## src/rtl/tts_pkg.sv

```systemverilog
package tts_pkg;

    localparam int SLOTS_DEFAULT = 8;
    localparam int MAX_RESULTS   = 8;

    localparam int ACTION_W = 2;
    localparam int TAG_W     = 16;
    localparam int COUNT_W   = 16;
    localparam int PENDING_W = 8;
    localparam int TARGET_W  = 3;
    localparam int RUN_CNT_W = $clog2(MAX_RESULTS + 1);

    localparam logic [PENDING_W-1:0] PENDING_MAX = '1;

    localparam logic [ACTION_W-1:0] ACT_ADD      = 2'd0;
    localparam logic [ACTION_W-1:0] ACT_DELETE   = 2'd1;
    localparam logic [ACTION_W-1:0] ACT_TICK     = 2'd2;
    localparam logic [ACTION_W-1:0] ACT_DISPATCH = 2'd3;

    localparam logic KIND_ADD = 1'b0;
    localparam logic KIND_RUN = 1'b1;

    typedef struct packed {
        logic [TAG_W-1:0]     tag;
        logic [COUNT_W-1:0]   countdown;
        logic [COUNT_W-1:0]   period;
        logic [PENDING_W-1:0] pending;
    } slot_entry_t;

    typedef struct packed {
        logic has_pending;
        logic one_shot;
    } slot_status_t;

endpackage

```

## src/rtl/tts_slot_alu.sv

```systemverilog
// Shared slot update unit: one decrement/increment and zero compare path.
module tts_slot_alu
(
    input  logic                 op_tick,
    input  tts_pkg::slot_entry_t cur,
    output tts_pkg::slot_entry_t nxt,
    output tts_pkg::slot_status_t status
);

    always_comb
    begin
        nxt                = cur;
        status.has_pending = (cur.pending != '0);
        status.one_shot    = (cur.period == '0);
        if (op_tick)
        begin
            if (cur.countdown == '0)
            begin
                if (cur.pending != tts_pkg::PENDING_MAX)
                begin
                    nxt.pending = cur.pending + tts_pkg::PENDING_W'(1);
                end
                if (cur.period != '0)
                begin
                    nxt.countdown = cur.period;
                end
            end
            else
            begin
                nxt.countdown = cur.countdown - tts_pkg::COUNT_W'(1);
            end
        end
        else
        begin
            // dispatch: take one run off the count
            nxt.pending = cur.pending - tts_pkg::PENDING_W'(1);
        end
    end

endmodule

```

## src/rtl/tts_slot_mem.sv

```systemverilog
// Slot table storage: one write port, one read port, registered read data.
module tts_slot_mem
#(
    parameter int SLOTS = tts_pkg::SLOTS_DEFAULT,
    localparam int PTR_W = (SLOTS > 1) ? $clog2(SLOTS) : 1
)
(
    input  logic                 clk,
    input  logic                 wr_en,
    input  logic [PTR_W-1:0]     wr_addr,
    input  tts_pkg::slot_entry_t wr_data,
    input  logic                 rd_en,
    input  logic [PTR_W-1:0]     rd_addr,
    output tts_pkg::slot_entry_t rd_data
);

    tts_pkg::slot_entry_t mem [SLOTS];
    tts_pkg::slot_entry_t rd_data_reg;

    always_ff @(posedge clk)
    begin
        if (wr_en)
        begin
            mem[wr_addr] <= wr_data;
        end
        if (rd_en)
        begin
            rd_data_reg <= mem[rd_addr];
        end
    end

    assign rd_data = rd_data_reg;

endmodule

```

## src/rtl/tick_task_scheduler_top.sv

```systemverilog
// Time-triggered cooperative task scheduler. A table of SLOTS task slots keeps a tag,
// a countdown, a repeat period and a pending-run count per slot. An item on the
// request channel is one command: add (answers with the lowest free slot, or SLOTS
// when the table is full), delete (no answer), tick (no answer; every occupied slot
// counts down, and a slot at zero gains a pending run, saturating at 255, and reloads
// its period if nonzero) or dispatch (one run request per ready slot in slot order, at
// most eight, last_of_run on the final one; a single run_valid=0 answer when nothing
// is ready; a one-shot slot is freed when run). Commands are handled one at a time and
// req_stall stays high while one is in progress. A delete is done as it is accepted. Add
// walks the occupancy bits one slot per cycle and stops at the first free slot or at the
// last slot. Tick walks all slots and dispatch walks them until the last slot or the eighth
// run: a free slot takes a scan step only, an occupied one a scan step that reads the slot
// memory and then an update step through the one shared update unit, and a closing step
// follows the walk. An add or a dispatch also waits whenever the response register is
// full and stalled. The response register lets a new command be accepted while the
// previous answer is still waiting on rsp_stall.
module tick_task_scheduler_top
#(
    parameter int SLOTS = tts_pkg::SLOTS_DEFAULT,
    localparam int SLOT_W = $clog2(SLOTS + 1)
)
(
    input  logic                          clk,
    input  logic                          rst_n,

    input  logic                          req_valid,
    output logic                          req_stall,
    input  logic [tts_pkg::ACTION_W-1:0]  action,
    input  logic [tts_pkg::TAG_W-1:0]     task_tag,
    input  logic [tts_pkg::COUNT_W-1:0]   start_delay,
    input  logic [tts_pkg::COUNT_W-1:0]   repeat_period,
    input  logic [tts_pkg::TARGET_W-1:0]  target_slot,

    output logic                          rsp_valid,
    input  logic                          rsp_stall,
    output logic                          result_kind,
    output logic [SLOT_W-1:0]             slot_index,
    output logic [tts_pkg::TAG_W-1:0]     run_tag,
    output logic                          run_valid,
    output logic                          last_of_run
);

    localparam int PTR_W = (SLOTS > 1) ? $clog2(SLOTS) : 1;
    localparam logic [PTR_W-1:0] LAST_PTR = PTR_W'(SLOTS - 1);
    localparam logic [SLOT_W-1:0] FULL_INDEX = SLOT_W'(SLOTS);

    // sequencer states
    localparam logic [1:0] ST_IDLE = 2'd0;  // wait for a command
    localparam logic [1:0] ST_SCAN = 2'd1;  // look at the slot under the pointer
    localparam logic [1:0] ST_EXEC = 2'd2;  // update an occupied slot from memory
    localparam logic [1:0] ST_FIN  = 2'd3;  // hand over the final answer, if any

    logic [1:0]                        state_reg, state_next;
    logic [SLOTS-1:0]                  used_reg, used_next;
    logic [PTR_W-1:0]                  ptr_reg, ptr_next;
    logic [tts_pkg::RUN_CNT_W-1:0]     run_cnt_reg, run_cnt_next;
    logic                              hold_valid_reg, hold_valid_next;
    logic                              rsp_valid_reg, rsp_valid_next;

    // latched command
    logic [tts_pkg::ACTION_W-1:0]      action_reg, action_next;
    logic [tts_pkg::TAG_W-1:0]         tag_reg, tag_next;
    logic [tts_pkg::COUNT_W-1:0]       delay_reg, delay_next;
    logic [tts_pkg::COUNT_W-1:0]       period_reg, period_next;

    // run request held back until we know whether it is the last one
    logic [SLOT_W-1:0]                 hold_slot_reg, hold_slot_next;
    logic [tts_pkg::TAG_W-1:0]         hold_tag_reg, hold_tag_next;

    // response register
    logic                              kind_reg, kind_next;
    logic [SLOT_W-1:0]                 slot_reg, slot_next;
    logic [tts_pkg::TAG_W-1:0]         rtag_reg, rtag_next;
    logic                              rvalid_reg, rvalid_next;
    logic                              last_reg, last_next;

    logic                              accept;
    logic                              out_free;
    logic                              mem_wr_en;
    logic                              mem_rd_en;
    tts_pkg::slot_entry_t              mem_wr_data;
    tts_pkg::slot_entry_t              mem_rd_data;
    tts_pkg::slot_entry_t              alu_nxt;
    tts_pkg::slot_status_t             alu_status;

    assign req_stall   = (state_reg != ST_IDLE);
    assign accept      = req_valid && !req_stall;
    assign out_free    = !rsp_valid_reg || !rsp_stall;

    assign rsp_valid   = rsp_valid_reg;
    assign result_kind = kind_reg;
    assign slot_index  = slot_reg;
    assign run_tag     = rtag_reg;
    assign run_valid   = rvalid_reg;
    assign last_of_run = last_reg;

    tts_slot_mem #(
        .SLOTS   (SLOTS)
    ) u_mem (
        .clk     (clk),
        .wr_en   (mem_wr_en),
        .wr_addr (ptr_reg),
        .wr_data (mem_wr_data),
        .rd_en   (mem_rd_en),
        .rd_addr (ptr_reg),
        .rd_data (mem_rd_data)
    );

    tts_slot_alu u_alu (
        .op_tick (action_reg == tts_pkg::ACT_TICK),
        .cur     (mem_rd_data),
        .nxt     (alu_nxt),
        .status  (alu_status)
    );

    always_comb
    begin
        state_next      = state_reg;
        used_next       = used_reg;
        ptr_next        = ptr_reg;
        run_cnt_next    = run_cnt_reg;
        hold_valid_next = hold_valid_reg;
        hold_slot_next  = hold_slot_reg;
        hold_tag_next   = hold_tag_reg;
        action_next     = action_reg;
        tag_next        = tag_reg;
        delay_next      = delay_reg;
        period_next     = period_reg;
        kind_next       = kind_reg;
        slot_next       = slot_reg;
        rtag_next       = rtag_reg;
        rvalid_next     = rvalid_reg;
        last_next       = last_reg;
        mem_wr_en       = 1'b0;
        mem_rd_en       = 1'b0;
        mem_wr_data     = alu_nxt;

        // drop the answer once it is taken
        rsp_valid_next  = rsp_valid_reg && rsp_stall;

        case (state_reg)
            ST_IDLE:
            begin
                if (accept)
                begin
                    action_next     = action;
                    tag_next        = task_tag;
                    delay_next      = start_delay;
                    period_next     = repeat_period;
                    ptr_next        = '0;
                    run_cnt_next    = '0;
                    hold_valid_next = 1'b0;
                    if (action == tts_pkg::ACT_DELETE)
                    begin
                        // a target beyond the table matches no slot
                        for (int i = 0; i < SLOTS; i++)
                        begin
                            if (32'(target_slot) == i)
                            begin
                                used_next[i] = 1'b0;
                            end
                        end
                    end
                    else
                    begin
                        state_next = ST_SCAN;
                    end
                end
            end

            ST_SCAN:
            begin
                if (action_reg == tts_pkg::ACT_ADD)
                begin
                    if (!used_reg[ptr_reg])
                    begin
                        mem_wr_en           = 1'b1;
                        mem_wr_data.tag       = tag_reg;
                        mem_wr_data.countdown = delay_reg;
                        mem_wr_data.period    = period_reg;
                        mem_wr_data.pending   = '0;
                        used_next[ptr_reg]  = 1'b1;
                        hold_slot_next      = SLOT_W'(ptr_reg);
                        state_next          = ST_FIN;
                    end
                    else if (ptr_reg == LAST_PTR)
                    begin
                        hold_slot_next = FULL_INDEX;
                        state_next     = ST_FIN;
                    end
                    else
                    begin
                        ptr_next = ptr_reg + PTR_W'(1);
                    end
                end
                else if (used_reg[ptr_reg])
                begin
                    mem_rd_en  = 1'b1;
                    state_next = ST_EXEC;
                end
                else if (ptr_reg == LAST_PTR)
                begin
                    state_next = ST_FIN;
                end
                else
                begin
                    ptr_next = ptr_reg + PTR_W'(1);
                end
            end

            ST_EXEC:
            begin
                if (action_reg == tts_pkg::ACT_TICK)
                begin
                    mem_wr_en = 1'b1;
                    if (ptr_reg == LAST_PTR)
                    begin
                        state_next = ST_FIN;
                    end
                    else
                    begin
                        ptr_next   = ptr_reg + PTR_W'(1);
                        state_next = ST_SCAN;
                    end
                end
                else if (!alu_status.has_pending)
                begin
                    if (ptr_reg == LAST_PTR)
                    begin
                        state_next = ST_FIN;
                    end
                    else
                    begin
                        ptr_next   = ptr_reg + PTR_W'(1);
                        state_next = ST_SCAN;
                    end
                end
                else if (!hold_valid_reg || out_free)
                begin
                    // push the earlier run out, hold this one
                    if (hold_valid_reg)
                    begin
                        rsp_valid_next = 1'b1;
                        kind_next      = tts_pkg::KIND_RUN;
                        slot_next      = hold_slot_reg;
                        rtag_next      = hold_tag_reg;
                        rvalid_next    = 1'b1;
                        last_next      = 1'b0;
                    end
                    hold_valid_next = 1'b1;
                    hold_slot_next  = SLOT_W'(ptr_reg);
                    hold_tag_next   = mem_rd_data.tag;
                    run_cnt_next    = run_cnt_reg + tts_pkg::RUN_CNT_W'(1);
                    mem_wr_en       = 1'b1;
                    if (alu_status.one_shot)
                    begin
                        used_next[ptr_reg] = 1'b0;
                    end
                    if ((ptr_reg == LAST_PTR) ||
                        (run_cnt_reg == tts_pkg::RUN_CNT_W'(tts_pkg::MAX_RESULTS - 1)))
                    begin
                        state_next = ST_FIN;
                    end
                    else
                    begin
                        ptr_next   = ptr_reg + PTR_W'(1);
                        state_next = ST_SCAN;
                    end
                end
            end

            ST_FIN:
            begin
                if (action_reg == tts_pkg::ACT_TICK)
                begin
                    state_next = ST_IDLE;
                end
                else if (out_free)
                begin
                    rsp_valid_next = 1'b1;
                    last_next      = 1'b1;
                    state_next     = ST_IDLE;
                    if (action_reg == tts_pkg::ACT_ADD)
                    begin
                        kind_next   = tts_pkg::KIND_ADD;
                        slot_next   = hold_slot_reg;
                        rtag_next   = '0;
                        rvalid_next = 1'b0;
                    end
                    else if (hold_valid_reg)
                    begin
                        kind_next   = tts_pkg::KIND_RUN;
                        slot_next   = hold_slot_reg;
                        rtag_next   = hold_tag_reg;
                        rvalid_next = 1'b1;
                    end
                    else
                    begin
                        kind_next   = tts_pkg::KIND_RUN;
                        slot_next   = '0;
                        rtag_next   = '0;
                        rvalid_next = 1'b0;
                    end
                end
            end

            default:
            begin
                state_next = ST_IDLE;
            end
        endcase
    end

    always_ff @(posedge clk or negedge rst_n)
    begin
        if (!rst_n)
        begin
            state_reg      <= ST_IDLE;
            used_reg       <= '0;
            ptr_reg        <= '0;
            run_cnt_reg    <= '0;
            hold_valid_reg <= 1'b0;
            rsp_valid_reg  <= 1'b0;
            action_reg     <= tts_pkg::ACT_ADD;
        end
        else
        begin
            state_reg      <= state_next;
            used_reg       <= used_next;
            ptr_reg        <= ptr_next;
            run_cnt_reg    <= run_cnt_next;
            hold_valid_reg <= hold_valid_next;
            rsp_valid_reg  <= rsp_valid_next;
            action_reg     <= action_next;
        end
    end

    always_ff @(posedge clk)
    begin
        tag_reg       <= tag_next;
        delay_reg     <= delay_next;
        period_reg    <= period_next;
        hold_slot_reg <= hold_slot_next;
        hold_tag_reg  <= hold_tag_next;
        kind_reg      <= kind_next;
        slot_reg      <= slot_next;
        rtag_reg      <= rtag_next;
        rvalid_reg    <= rvalid_next;
        last_reg      <= last_next;
    end

endmodule

```

## config.mk

```make
export PLATFORM = sky130hd
export DESIGN_NAME = tick_task_scheduler_top
export DESIGN_NICKNAME = d
export VERILOG_FILES = /design/src/rtl/tts_pkg.sv /design/src/rtl/tts_slot_alu.sv /design/src/rtl/tts_slot_mem.sv /design/src/rtl/tick_task_scheduler_top.sv
export SDC_FILE = /design/constraint.sdc
export NUM_CORES = 1
export LEC_CHECK = 0
export BUFFER_PORTS_ARGS = -buffer_cell sky130_fd_sc_hd__buf_2
export CAP_MARGIN = 20
export CORE_MARGIN = 2
export CORE_UTILIZATION = 55
export DETAILED_ROUTE_END_ITERATION = 6
export GPL_TIMING_DRIVEN = 0
export HOLD_SLACK_MARGIN = 0.15
export PLACE_DENSITY = 0.72
export SYNTH_ARGS = -nofsm -noshare
export SYNTH_HDL_FRONTEND = slang
export SYNTH_SLANG_ARGS = --single-unit
export TNS_END_PERCENT = 5
```

## constraint.sdc

```tcl
create_clock -name clk -period 16.7 [get_ports clk]
set_input_delay 0.835 -clock clk [delete_from_list [all_inputs] [get_ports clk]]
set_output_delay 0.835 -clock clk [all_outputs]
set_load 0.005 [all_outputs]
```

==> results of run 1 <==
## critical path: stages, from the launching register on
cell and delay [ns]:
dfrtp_1 0.45, clkbuf_1 0.30, nor3b_1 0.58, clkbuf_1 0.82, buf_1 0.81, inv_1 0.22
nor2_4 0.53, buf_12 0.29
## per-layer routing
| layer | wire length, um | vias to the layer above | share of wire [%] | GRT usage (%) |
|---|---|---|---|---|
| met5 | 0 | - | 0 | 0.111 |
| met4 | 3240 | 0 | 5.1 | 14.4 |
| met3 | 7380 | 209 | 12 | 6.66 |
| met2 | 28600 | 970 | 45 | 44.3 |
| met1 | 24600 | 7305 | 39 | 40.3 |
| li1 | - | 6300 | - | - |
## final cells by class
class / count / area (um^2) / share of cell area [%]
flip-flops and latches: 616 / 18400 / 67.5
multi-input cells: 750 / 4710 / 17.3
clock buffers: 68 / 1530 / 5.62
repair buffers: 139 / 1210 / 4.45
well taps: 539 / 674 / 2.48
plain buffers: 86 / 338 / 1.24
clock inverters: 38 / 295 / 1.08
inverters: 22 / 82.6 / 0.303
## kinds of logic (layout without fill, tap and decap cells)
logic type | Yosys count | in the layout | synth area share, %
XOR/XNOR | 5 | 5 | 0.187
multiplexers | 6 | 6 | 0.315
buffers and inverters | 108 | 353 | 1.79
AO/OA/AOI/OAI | 374 | 374 | 11.0
flip-flops | 616 | 616 | 78.4
AND/OR/NAND/NOR | 352 | 352 | 7.56
adder cells (fa/ha/maj) | 13 | 13 | 0.694
## power by group through the flow
stage	clock network, mW	logic, mW	registers (mW)
after floorplan	0	0.606	2.17
after global placement	0	0.969	2.21
after detailed placement	0	1.07	2.18
after CTS	1.28	1.08	2.15
after global routing	1.34	1.20	2.17
final	1.27	1.11	2.16
## stage by stage
stage	hold WS (ns)	cell area, um^2	util [%]	cells
final	0.180	27200	64.8	2258
after global routing	0.213	27200	64.8	2258
after CTS	0.178	27200	64.6	2253
after detailed placement	0.437	25300	60.3	2147
after global placement	0.433	24500	58.3	2094
after floorplan	0.426	23400	-	1474
## worst min-delay path by stage
stage	slack (ns)	endpoint	start
after floorplan	0.43	hold_tag_reg[0]$_DFFE_PP_	u_mem.rd_data[40]$_DFFE_PP_
after global placement	0.43	hold_tag_reg[12]$_DFFE_PP_	u_mem.rd_data[52]$_DFFE_PP_
after detailed placement	0.44	hold_tag_reg[9]$_DFFE_PP_	u_mem.rd_data[49]$_DFFE_PP_
after CTS	0.18	run_cnt_reg[1]$_DFFE_PN0P_	rst_n
after global routing	0.21	state_reg[1]$_DFFE_PN0P_	rst_n
final	0.18	run_cnt_reg[1]$_DFFE_PN0P_	rst_n
## synthesized netlist by cell type, drive strengths merged (4+ instances only)
| cell type | number | area (um^2) |
|---|---|---|
| edfxtp | 595 | 17900 |
| a22oi | 225 | 1690 |
| nand2 | 134 | 503 |
| nand4 | 67 | 425 |
| clkbuf | 65 | 245 |
| o21ai | 63 | 319 |
| nor2 | 50 | 188 |
| a21oi | 31 | 155 |
| buf | 21 | 92.6 |
| dfrtp | 21 | 526 |
| inv | 21 | 78.8 |
| and2 | 19 | 119 |
| nand3 | 15 | 75.1 |
| ha | 13 | 163 |
| nor4 | 13 | 109 |
| nor3 | 12 | 60.1 |
| nor2b | 10 | 62.6 |
| o211ai | 10 | 75.1 |
| and3 | 9 | 61.3 |
| o22ai | 8 | 50.1 |
| o31ai | 7 | 52.6 |
| a211oi | 6 | 45.0 |
| nand2b | 6 | 37.5 |
| a31oi | 5 | 31.3 |
| mux2i | 4 | 40.0 |
| or4 | 4 | 30.0 |
==> flow_summary_export.csv, run 1 <==
group,metric,value,unit
run_status,outcome,"complete, no violations",
clocking,cts_tree,"done",
timing,setup_violations,0,
die,die_area,44300,um^2
route,drcViolationCount,0,
placement,port_buffers,81,
timing,hold_viol,0,
synth,ys.flop_type,"edfxtp_1",
global_routing,grt_max_degree,34,
global_routing,grt_remaining_overflow,0,
clocking,cts-root-buf,"clkbuf_16",
route,routed_via_density,6.55,
synth,async_reset_ff_share,3.41,%
global_routing,grt_pass1_vias,14503,
clocking,cts_resized,0,
worst_setup_path,crit_type,"reg2reg",
global_routing,gr-usage-all-layers,29.2,%
synth,netlist_instances,1474,
placement,dp_hpwl,41.7,mm
synth,synth-seq-area-share,78.4,%
clocking,clkTransAtPathRegs,0.06,ns
pwr,p_switching,1.44,mW
finish,fillers,2907,
timing,fmaxAchievable,0.230,GHz
pwr,finalPower,4.54,mW
clocking,postCtsSetupBuffers,0,
route,vias,14784,
worst_setup_path,reg2reg_depth,7,
pwr,power_frac_comb,24.5,%
synth,ys_types,63,
die,num_io_pins,82,
die,die_h,210,um
die,fp.coreArea,42000,um^2
worst_setup_path,critical_path.startpoint,"ptr_reg[1]$_DFFE_PN0P_",
finish,drive_above_1_share,14.4,%
placement,place_ws,12.57,ns
synth,synth_edf_count,595,
route,firstDrtPassIters,6,
synth,syn_area_per_cell,15.9,um^2
pwr,power_leakage,8.93,nW
clocking,cts_max_level,2,
die,rows,75,
pwr,seqPwrFrac,47.5,%
timing,fin_crit_sh,26.0,%
die,die_w,210,um
job,max_cap_violations,0,
worst_setup_path,crit_fanout,25,
worst_setup_path,cp.required,17.01,ns
timing,rsz0062_at_grt,"no",
route,routed_wl,63.8,mm
timing,skew,0.0210,ns
synth,synth_area,23400,um^2
worst_setup_path,r2r-end,"u_mem.mem[1][14]$_DFFE_PP_",
global_routing,antenna_found_initial,0,
finish,syn2layout_area_growth,16.2,%
clocking,cts.sinks,616,
worst_setup_path,crit_end,"u_mem.mem[1][14]$_DFFE_PP_",
die,start_util,55.8,%
finish,layout_common_cells,"edfxtp_1, a22oi_1, nand2_1, buf_2, clkbuf_1",
finish,layout.nets,1744,
route,antenna_left,0,
route,post_drt_wl_per_cell,28.3,um
pwr,ir_drop,0.0850,mV
finish,n_antenna_cell,0,
pwr,swShare,31.7,%
timing,timing.final.crit_period,4.35,ns
pwr,power_density,167,nW/um^2
placement,gp_congestion,0.939,
synth,syn_nets,1544,
synth,yosysWarnings,0,
clocking,numCtsBuffers,59,
timing,fin_setup_tns,0,ns
synth,yosys_register_bits,616,
worst_hold_path,hold_class,"in2async",
worst_setup_path,rrSetupSlack,12.35,ns
timing,slew_violations,0,
worst_setup_path,crit_path_end_kind,"register",
timing,worst_slew_pin_slew,1.23,ns
clocking,cts_buffer_depth,3,
pwr,p_int,3.10,mW
finish,largest_reg_flops,448,
timing,setup_ws,12.35,ns
worst_setup_path,startpoint_type,"register",
finish,final_common_cell,"edfxtp_1",
clocking,cts_hold_buf,0,
timing,relSlewSlack,17.9,%
global_routing,grt_pass1_wl,92.7,mm
pwr,pwr-share-clk,28.0,%
worst_setup_path,arrival,4.66,ns
clocking,insertion_delay,0.63,ns
worst_setup_path,worstReg2RegStart,"ptr_reg[1]$_DFFE_PN0P_",
route,first_iter_violations,2183,
No activity file was read; power rests on OpenSTA's default activity.
==> run 2: changes to the inputs <==
==> constraint.sdc (replaced) <==
create_clock -name clk -period 4.5 [get_ports clk]
set_input_delay 0.225 -clock clk [delete_from_list [all_inputs] [get_ports clk]]
set_output_delay 0.225 -clock clk [all_outputs]
set_load 0.005 [all_outputs]
==> run 2 against run 1 <==
Cell area up 2.3%; fmax grew 3.9%; global-route usage increased by 0.19 points; hold slack gained 0.13 ns; power rose to 3.7 times the previous value; sequential power increased to 3.7 times the previous value; largest power group unchanged; highest routed layer is now met5; critical path type unchanged; routed wire length rose by 0.87%; clock skew fell by 0.0027 ns; critical path depth increased by 2; largest cell class unchanged.
==> flow_summary_export.csv, run 2 (synthesized netlist as in run 1, its figures left out) <==
group,metric,value,unit
clocking,clkTransAtPathRegs,0.06,ns
timing,fmaxAchievable,0.239,GHz
placement,port_buffers,81,
timing,relSlewSlack,19.2,%
worst_setup_path,crit_fanout,25,
clocking,cts.sinks,616,
clocking,cts-root-buf,"clkbuf_16",
pwr,ir_drop,0.342,mV
die,start_util,55.8,%
clocking,cts_tree,"done",
finish,drive_above_1_share,13.5,%
route,first_iter_violations,2223,
route,firstDrtPassIters,7,
timing,hold_viol,0,
clocking,cts_max_level,2,
die,num_io_pins,82,
pwr,p_int,11.6,mW
die,rows,75,
finish,layout.nets,1796,
pwr,power_leakage,9.16,nW
finish,syn2layout_area_growth,18.9,%
placement,dp_hpwl,41.1,mm
pwr,power_frac_comb,24.7,%
worst_setup_path,reg2reg_depth,9,
finish,finalInstanceArea,27900,um^2
clocking,numCtsBuffers,59,
timing,timing.final.crit_period,4.18,ns
die,die_h,210,um
route,routed_via_density,6.50,
timing,skew,0.0182,ns
worst_hold_path,hold_class,"in2reg",
finish,layout_common_cells,"edfxtp_1, a22oi_1, nand2_1, buf_2, clkbuf_1",
clocking,cts_buffer_depth,3,
worst_setup_path,startpoint_type,"register",
worst_setup_path,crit_path_end_kind,"register",
job,max_cap_violations,0,
pwr,swShare,31.5,%
finish,final_common_cell,"edfxtp_1",
finish,final_util,66.3,%
placement,gp_congestion,0.956,
global_routing,grt_pass1_vias,14319,
clocking,insertion_delay,0.62,ns
worst_setup_path,cp.required,4.80,ns
die,die_area,44300,um^2
worst_setup_path,arrival,4.48,ns
finish,fin_cells,2313,
die,die_w,210,um
timing,whs,0.310,ns
pwr,p_switching,5.33,mW
global_routing,grt_remaining_overflow,0,
global_routing,antenna_found_initial,2,
timing,fin_setup_tns,0,ns
route,routed_wl,64.4,mm
run_status,outcome,"complete, no violations",
route,post_drt_wl_per_cell,27.8,um
timing,setup_ws,0.317,ns
pwr,power_density,606,nW/um^2
placement,dp_cells,2136,
placement,place_ws,0.189,ns
finish,largest_reg_flops,448,
route,vias,15038,
pwr,pwr-share-clk,28.0,%
timing,rsz0062_at_grt,"no",
placement,placed_cell_area,25300,um^2
global_routing,gr-usage-all-layers,29.3,%
worst_setup_path,crit_type,"reg2reg",
global_routing,grt_pass1_wl,93.2,mm
timing,fin_crit_sh,93.0,%
pwr,seqPwrFrac,47.2,%
route,drcViolationCount,0,
pwr,finalPower,16.9,mW
route,antenna_left,0,
timing,slew_violations,0,
die,fp.coreArea,42000,um^2
timing,setup_violations,0,
timing,worst_slew_pin_slew,1.21,ns
worst_hold_path,whs_path_depth,2,
finish,fillers,2831,
finish,n_antenna_cell,0,
global_routing,grt_max_degree,34,
## run 2: cell types whose count changed in the layout (fill, tap and decap cells not counted), sizes merged
cell	before	now
dlygate4sd3	0	61
buf	160	150
clkbuf	133	140
clkinv	30	25
clkdlybuf4s15	0	2
clkinvlp	4	3
inv	22	23
## run 2: area by class of cell
type | count | area, um^2 | share of cell area (%)
buffer | 86 | 350 | 1.26
clock buffer | 76 | 1560 | 5.60
clock inverter | 33 | 279 | 1.00
inverter | 22 | 82.6 | 0.296
multi-input combinational | 750 | 4740 | 17.0
sequential | 616 | 18400 | 66.0
tap | 539 | 674 | 2.42
timing repair buffer | 191 | 1800 | 6.44
## run 2: power groups by stage
stage	registers, mW	clock network, mW	logic, mW
after floorplan	8.03	0	2.26
after global placement	8.16	0	3.61
after detailed placement	8.10	0	3.98
after CTS	7.98	4.77	4.08
after global routing	8.03	4.99	4.48
final	7.99	4.74	4.18
## run 2: final timing paths
kind | to | slack, ns | start
worst max-delay path | u_mem.mem[2][21]$_DFFE_PP_ | 0.32 | ptr_reg[2]$_DFFE_PN0P_
worst min-delay path | delay_reg[12]$_DFFE_PP_ | 0.31 | start_delay[12]
worst max register to register | u_mem.mem[2][21]$_DFFE_PP_ | 0.32 | ptr_reg[2]$_DFFE_PN0P_
worst min register to register | hold_tag_reg[4]$_DFFE_PP_ | 0.45 | u_mem.rd_data[44]$_DFFE_PP_
max in group asynchronous | used_reg[6]$_DFFE_PN0P_ | 3.40 | rst_n
min in group asynchronous | run_cnt_reg[3]$_DFFE_PN0P_ | 0.64 | rst_n
## run 2: timing repair
item | 4_1_cts | 5_1_grt
endpoints found under the hold margin | 87 | 0
buffers inserted | 0 | 5
endpoints found under the setup margin | 0 | 24
resized for setup | 0 | 3
hold buffers | 61 | 0
## run 2: layer usage
layer / wire (um) / track usage, %
met4: 2900 / 13.7
met5: 13 / 0
met3: 7190 / 5.41
met1: 25100 / 41.8
met2: 29200 / 44.5
## run 2: critical path, cell delays in order (launching register included)
cell and delay (ns):
dfrtp_1 0.39, buf_2 0.20, nor2b_1 0.19, nor2b_1 0.16, clkbuf_1 0.23, clkbuf_1 0.62, buf_1 0.91, inv_1 0.23
nor2_4 0.60, buf_12 0.30
